==> src/design/partition_count_exact_parts_assert.svh <==
// Assertion macros for partition_count_exact_parts.
`ifndef PARTITION_COUNT_EXACT_PARTS_ASSERT_SVH
`define PARTITION_COUNT_EXACT_PARTS_ASSERT_SVH

// Same-cycle implication, disabled while in reset.
`define PCEP_ASSERT_NOW(label, ante, cons) \
    label: assert property (@(posedge clk) disable iff (!rst_n) (ante) |-> (cons)) \
        else $error("pcep assertion failed");

// Next-cycle implication, disabled while in reset.
`define PCEP_ASSERT_NEXT(label, ante, cons) \
    label: assert property (@(posedge clk) disable iff (!rst_n) (ante) |=> (cons)) \
        else $error("pcep assertion failed");

`endif

==> src/design/pcep_pkg.sv <==
package pcep_pkg;

    localparam int TOTAL_W = 8;
    localparam int PARTS_W = 3;
    localparam int COUNT_W = 32;

    localparam int PCEP_MAX_TOTAL = 255;
    localparam int PCEP_MAX_PARTS = 6;

    typedef logic [COUNT_W-1:0] count_t;

    // Stream control that travels with each row element.
    typedef struct packed {
        logic valid;
        logic first;
        logic last;
    } pcep_ctl_t;

endpackage

==> src/design/partition_count_exact_parts.sv <==
// Each accepted item streams from the source register through the cells to the done register.
// One item at a time: start is taken only while not busy; busy drops as done rises.
// The row streams one element per cycle through MAX_PARTS cells, so the row length sets the rate.
// Invalid requests run a one-element stream through the same cells to done.
// Reset (rst_n low, async) clears busy, done and the chain's valid bits; no clearing pass.
// The receiver cannot stall: count is valid only in the cycle done is high.
module partition_count_exact_parts
    import pcep_pkg::*;
#(
    parameter int MAX_TOTAL = PCEP_MAX_TOTAL,
    parameter int MAX_PARTS = PCEP_MAX_PARTS
)
(
    input  logic               clk,
    input  logic               rst_n,
    input  logic               start,
    input  logic [TOTAL_W-1:0] total,
    input  logic [PARTS_W-1:0] parts,
    output logic               busy,
    output logic               done,
    output logic [COUNT_W-1:0] count
);

    // Row index width: the stream runs over elements 0..total-parts.
    localparam int IW = (MAX_TOTAL > 1) ? $clog2(MAX_TOTAL + 1) : 1;

    logic               busy_reg;
    logic               done_reg;
    count_t             count_reg;
    logic               src_run_reg;
    logic [IW-1:0]      src_idx_reg;
    logic [IW-1:0]      m_reg;
    logic [PARTS_W-1:0] parts_reg;
    logic               zero_reg;
    pcep_ctl_t          src_ctl_reg;
    count_t             src_val_reg;

    logic               accept;
    logic               bad_req;
    logic               src_last;

    // Chain taps: index 0 is the source, MAX_PARTS is the tail.
    pcep_ctl_t          ctl_chain [MAX_PARTS+1];
    count_t             val_chain [MAX_PARTS+1];

    // Out-of-range or impossible requests yield zero; they still run a
    // one-element stream so the done timing comes from the same path.
    assign accept   = start && !busy_reg;
    assign bad_req  = (32'(parts) > MAX_PARTS) || (32'(total) > MAX_TOTAL) ||
                      ({5'b0, parts} > total);
    assign src_last = (src_idx_reg == m_reg);

    always_ff @(posedge clk or negedge rst_n)
    begin
        if (!rst_n)
        begin
            busy_reg    <= 1'b0;
            done_reg    <= 1'b0;
            src_run_reg <= 1'b0;
            src_ctl_reg <= '0;
        end
        else
        begin
            done_reg          <= ctl_chain[MAX_PARTS].valid && ctl_chain[MAX_PARTS].last;
            src_ctl_reg.valid <= src_run_reg;
            src_ctl_reg.first <= (src_idx_reg == '0);
            src_ctl_reg.last  <= src_last;
            if (accept)
            begin
                busy_reg    <= 1'b1;
                src_run_reg <= 1'b1;
            end
            else
            begin
                if (src_run_reg && src_last)
                begin
                    src_run_reg <= 1'b0;
                end
                if (ctl_chain[MAX_PARTS].valid && ctl_chain[MAX_PARTS].last)
                begin
                    busy_reg <= 1'b0;
                end
            end
        end
    end

    // Item parameters and source row: 1, 0, 0, ... over m+1 elements.
    always_ff @(posedge clk)
    begin
        src_val_reg <= (src_idx_reg == '0) ? count_t'(1) : '0;
        if (accept)
        begin
            src_idx_reg <= '0;
            zero_reg    <= bad_req;
            m_reg       <= bad_req ? '0 : IW'(total - {5'b0, parts});
            parts_reg   <= bad_req ? '0 : parts;
        end
        else if (src_run_reg && !src_last)
        begin
            src_idx_reg <= src_idx_reg + 1'b1;
        end
        if (ctl_chain[MAX_PARTS].valid && ctl_chain[MAX_PARTS].last)
        begin
            count_reg <= zero_reg ? '0 : val_chain[MAX_PARTS];
        end
    end

    assign ctl_chain[0] = src_ctl_reg;
    assign val_chain[0] = src_val_reg;

    // Cell g+1 folds in parts of size g+1; cells above parts pass through.
    for (genvar g = 0; g < MAX_PARTS; g++)
    begin : g_cell
        pcep_cell #(
            .J (g + 1)
        ) u_cell (
            .clk     (clk),
            .rst_n   (rst_n),
            .parts   (parts_reg),
            .ctl_in  (ctl_chain[g]),
            .val_in  (val_chain[g]),
            .ctl_out (ctl_chain[g+1]),
            .val_out (val_chain[g+1])
        );
    end

    assign busy  = busy_reg;
    assign done  = done_reg;
    assign count = count_reg;

`include "partition_count_exact_parts_assert.svh"

    `PCEP_ASSERT_NEXT(a_accept_busy, accept, busy_reg)
    `PCEP_ASSERT_NOW(a_done_after_busy, done_reg, $past(busy_reg) && !busy_reg)
    `PCEP_ASSERT_NOW(a_bad_zero, done_reg && zero_reg, count_reg == '0)
    `PCEP_ASSERT_NOW(a_idle_quiet, !busy_reg, !src_run_reg && !src_ctl_reg.valid)

endmodule

==> src/design/pcep_cell.sv <==
// One part-size cell: out[i] = in[i] + out[i-J] when enabled, else out[i] = in[i].
module pcep_cell
    import pcep_pkg::*;
#(
    parameter int J = 1
)
(
    input  logic               clk,
    input  logic               rst_n,
    input  logic [PARTS_W-1:0] parts,
    input  pcep_ctl_t          ctl_in,
    input  count_t             val_in,
    output pcep_ctl_t          ctl_out,
    output count_t             val_out
);

    localparam int FW = $clog2(J + 1);
    localparam logic [FW-1:0] FULL = FW'(J);

    logic [FW-1:0] fill_reg;
    logic [FW-1:0] fill_next;
    count_t        dly_reg [J];
    pcep_ctl_t     ctl_reg;
    count_t        val_reg;
    logic          active;
    logic          use_dly;
    count_t        sum;

    always_comb
    begin
        active    = (32'(parts) >= J);
        use_dly   = active && !ctl_in.first && (fill_reg == FULL);
        sum       = val_in + (use_dly ? dly_reg[J-1] : '0);
        if (ctl_in.first)
        begin
            fill_next = FW'(1);
        end
        else if (fill_reg == FULL)
        begin
            fill_next = fill_reg;
        end
        else
        begin
            fill_next = fill_reg + 1'b1;
        end
    end

    always_ff @(posedge clk or negedge rst_n)
    begin
        if (!rst_n)
        begin
            ctl_reg  <= '0;
            fill_reg <= '0;
        end
        else
        begin
            ctl_reg <= ctl_in;
            if (ctl_in.valid)
            begin
                fill_reg <= fill_next;
            end
        end
    end

    // Delay line holds the last J outputs of this cell.
    always_ff @(posedge clk)
    begin
        if (ctl_in.valid)
        begin
            val_reg    <= sum;
            dly_reg[0] <= sum;
            for (int k = 1; k < J; k++)
            begin
                dly_reg[k] <= dly_reg[k-1];
            end
        end
    end

    assign ctl_out = ctl_reg;
    assign val_out = val_reg;

endmodule

==> config.mk <==
export PLATFORM = sky130hd
export DESIGN_NAME = partition_count_exact_parts
export DESIGN_NICKNAME = d
export VERILOG_FILES = /design/src/design/pcep_pkg.sv /design/src/design/partition_count_exact_parts.sv /design/src/design/pcep_cell.sv
export VERILOG_INCLUDE_DIRS = /design/src /design/src/design
export SDC_FILE = /design/constraint.sdc
export NUM_CORES = 1
export LEC_CHECK = 0
export ABC_CLOCK_PERIOD_IN_PS = 6700
export BUFFER_PORTS_ARGS = -buffer_cell sky130_fd_sc_hd__buf_4
export CAP_MARGIN = 20
export CORE_AREA = 2 2 327 329
export CTS_BUF_LIST = sky130_fd_sc_hd__clkbuf_2
export DETAILED_ROUTE_END_ITERATION = 10
export DIE_AREA = 0 0 329 331
export GPL_TIMING_DRIVEN = 0
export PLACE_DENSITY = 0.5
export SLEW_MARGIN = 20
export SYNTH_ARGS = -nofsm -noshare
export SYNTH_HDL_FRONTEND = slang
export SYNTH_HIERARCHICAL = 1
export SYNTH_SLANG_ARGS = --single-unit
==> constraint.sdc <==
create_clock -name clk -period 6.7 [get_ports clk]
set_input_delay 1.005 -clock clk [delete_from_list [all_inputs] [get_ports clk]]
set_output_delay 1.005 -clock clk [all_outputs]
set_load 0.01 [all_outputs]
==> results by group <==
Timing
  • Setup repair after global routing missed its margin: no
  • Peak Freq: around 0.21 GHz
  • Final TNS setup: 0 ns
  • Setup violation total in the final timing report: 0
  • Worst Skew: ~0.12 ns
  • Fin worst setup slack: roughly 2 ns
  • Period utilisation layout: around 70%
  • Slew margin rel.: about two fifths
  • Slew Viols, Final: 0
  • Worst-Margin Slew: between 0.8 and 0.9 ns
  • Minimum clock period: approximately 4.7 ns
  • Final Hold Fails: 0

Worst setup path
  • Critical Path Source Type: flip-flop
  • Max incr delay on CP: between 0.6 and 0.7 ns
  • FF-to-FF path depth: 15
  • Crit Path Max Fanout: 10
  • Worst Path Buf+Inv: 2
  • Top delay family on crit path: compound AO/OA/AOI/OAI gates
  • Worst Setup Path Type: reg2reg
  • FF-to-FF setup slack: roughly 2.0 ns
  • Critical Path AT: 5.84 ns
  • Nature of the critical path endpoint: flip-flop
  • R2R Path Start: g_cell[5].u_cell/fill_reg[0]$_DFFE_PN0P_
  • Worst flop-to-flop path endpoint: g_cell[5].u_cell/dly_reg[0][26]$_DFFE_PP_
  • CP max-delay cell: o31ai_1
  • Required @ worst endpoint: between 7 and 8 ns
  • CP startpoint: g_cell[5].u_cell/fill_reg[0]$_DFFE_PN0P_
  • Critical path, cell by cell: inv_1 -> ha_1 -> and2_1 -> and4_1 -> clkbuf_1 -> and2_1 -> ha_1 -> fa_1 -> a21o_2 -> a31oi_2 -> o21ai_2 -> o31ai_1 -> o31a_1 -> o31ai_1 -> xor2_1

Routing
  • DR DRC count: 0
  • Initial drt markers: between 1500 and 2000
  • WL per Instance: ~16 um
  • Routed WL: approximately 77000 um
  • Via count: about 23000
  • 1st-pass router iterations: 6
  • Vias per std cell: around 4.9
  • Antenna viol nets, final: 0

Floorplan
  • IO Count: 48
  • Initial core utilization: a little over a third
  • Core Area: between 100000 and 150000 um^2
  • Chip width: about 330 um
  • Die height: 331 um
  • Row count: around 120
  • Full die area: about 110000 um^2

Hold path
  • Hold Startpoint: g_cell[2].u_cell/dly_reg[0][60]$_DFFE_PP_
  • Worst hold stages: 0
  • Min-delay worst type: reg2reg
  • Hold-critical path endpoint: g_cell[2].u_cell/dly_reg[0][92]$_DFFE_PP_

Global route
  • Vias in the first global route: about 23000
  • Largest net degree at the start of global routing: 65
  • Initial antenna violation count: 2
  • GR Overflow Total: 0
  • Tot GR Track Use: roughly 14%
  • First-pass GRT wire length: between 100000 and 150000 um

Power
  • Clock share of power: ~37%
  • Worst vdd ir: 132 uV
  • Comb pwr share: under 10%
  • P_leak: roughly 15 nW
  • Total power: around 8.3 mW
  • Switch Pwr: about 2.0 mW
  • Sw Ratio: between 20% and 30%
  • Cell Pwr Density: 202 nW/um^2
  • Internal Power: about 6.4 mW
  • Reg power frac: roughly 61%

Synthesis
  • Mapped Avg Cell Area: around 13 um^2
  • Post-Synthesis Cells: 2800
  • Synth warn: 6
  • Synth Cell Area: 36700 um^2

Placed design
  • I/O Buffers: 47
  • Routability congestion estimate from global placement: 0.872
  • DPL Wire Length: ~52000 um
  • DP Worst Slack: ~1.9 ns

CTS
  • Setup bufs post-CTS: 0
  • TritonCTS clock tree: yes
  • Root Driver: clkbuf_2
  • Clock Pin Slew Worst Setup and Hold Paths: roughly 0.11 ns
  • Num CTS Buffers: 193
  • CTS H-tree depth: 4
  • Clock sink count: ~760
  • Clk buf depth: 3
  • Clk_lat worst skew: roughly 1.4 ns

Final layout
  • Area grow syn2layout: 12.4%
  • Nets: between 3000 and 4000
  • Largest register FFs: 547
  • Layout cells sized above 1: between 10% and 20%
  • Filler instances: a little over 10000

Run
  • Maxcap violations: 0

Outcome
  • Status: finished, final reports clean
[routing by layer]
metal	global-route usage (%)	wire, um
met5	0	0
met4	5.64	1810
met3	2.91	3290
met2	21.8	35100
met1	19.3	36400
[layout by cell type (no fill, tap or decap), types with 9 or more instances in the layout]
cell type / n
inv_1: 55
dfxtp_1: 9
nand2b_1: 10
a21o_1: 68
o21a_1: 22
o21bai_1: 22
xor2_1: 64
a31oi_1: 34
o211ai_1: 19
buf_4: 148
nand3_1: 66
o31ai_1: 14
and3_1: 19
edfxtp_1: 716
or2_2: 10
nand2_1: 163
buf_16: 9
xnor2_1: 111
o21ai_0: 89
a311oi_1: 10
and2_1: 202
clkbuf_2: 269
conb_1: 32
clkinv_1: 53
nor3_1: 22
mux2i_1: 9
dfrtp_1: 31
clkbuf_1: 53
dlygate4sd3_1: 24
nand4_1: 32
o21ai_1: 21
buf_2: 23
a211oi_1: 21
nor2_1: 123
nor2b_1: 55
a21oi_1: 191
ha_1: 199
[repair_timing]
action	4_1_cts	5_1_grt
resized for setup	0	0
hold buffers	25	0
hold endpoints to repair	58	0
[stage by stage]
step	area, um^2	instances	hold slack, ns	utilization [%]
2_1_floorplan	36800	2831	0.331	-
3_3_place_gp	38900	4269	0.339	37.1
3_5_place_dp	39300	4282	0.340	37.4
4_1_cts	41300	4649	0.215	39.3
5_1_grt	41300	4650	0.321	39.3
6_report	41300	4650	0.314	39.3
[power groups by stage]
stage | logic (mW) | clock network (mW) | registers (mW)
after floorplan | 0.0584 | 0 | 5.23
after global routing | 0.115 | 3.56 | 5.13
after CTS | 0.101 | 3.33 | 5.13
final | 0.102 | 3.12 | 5.13
after global placement | 0.0829 | 0 | 5.23
after detailed placement | 0.0843 | 0 | 5.23
[layout make-up]
cell class	count	area [um^2]	area share [%]
inverter	55	206	0.500
timing repair buffer	85	916	2.22
antenna	1	2.50	0.00606
buffer	187	1170	2.83
clock buffer	265	1330	3.21
sequential	762	22600	54.8
multi-input combinational	1827	12900	31.2
clock inverter	77	422	1.02
tap	1391	1740	4.22
[worst max-delay path by stage]
stage / cells past startpoint / to
2_1_floorplan: 3 / g_cell[5].u_cell/fill_reg[1]$_DFFE_PN0P_
3_3_place_gp: 1 / g_cell[5].u_cell/fill_reg[1]$_DFFE_PN0P_
3_5_place_dp: 15 / g_cell[5].u_cell/dly_reg[0][26]$_DFFE_PP_
4_1_cts: 15 / g_cell[5].u_cell/dly_reg[0][30]$_DFFE_PP_
5_1_grt: 15 / g_cell[5].u_cell/dly_reg[0][26]$_DFFE_PP_
6_report: 15 / g_cell[5].u_cell/dly_reg[0][26]$_DFFE_PP_
[worst reg2reg max path, cell delays in order (launching register included)]
cell,delay (ns)
dfrtp_1,0.41
inv_1,0.06
ha_1,0.19
and2_1,0.21
and4_1,0.39
clkbuf_1,0.38
and2_1,0.29
ha_1,0.21
fa_1,0.44
a21o_2,0.25
a31oi_2,0.24
o21ai_2,0.16
o31ai_1,0.64
o31a_1,0.34
o31ai_1,0.12
xor2_1,0.15
(Power assumes the default switching activity.)
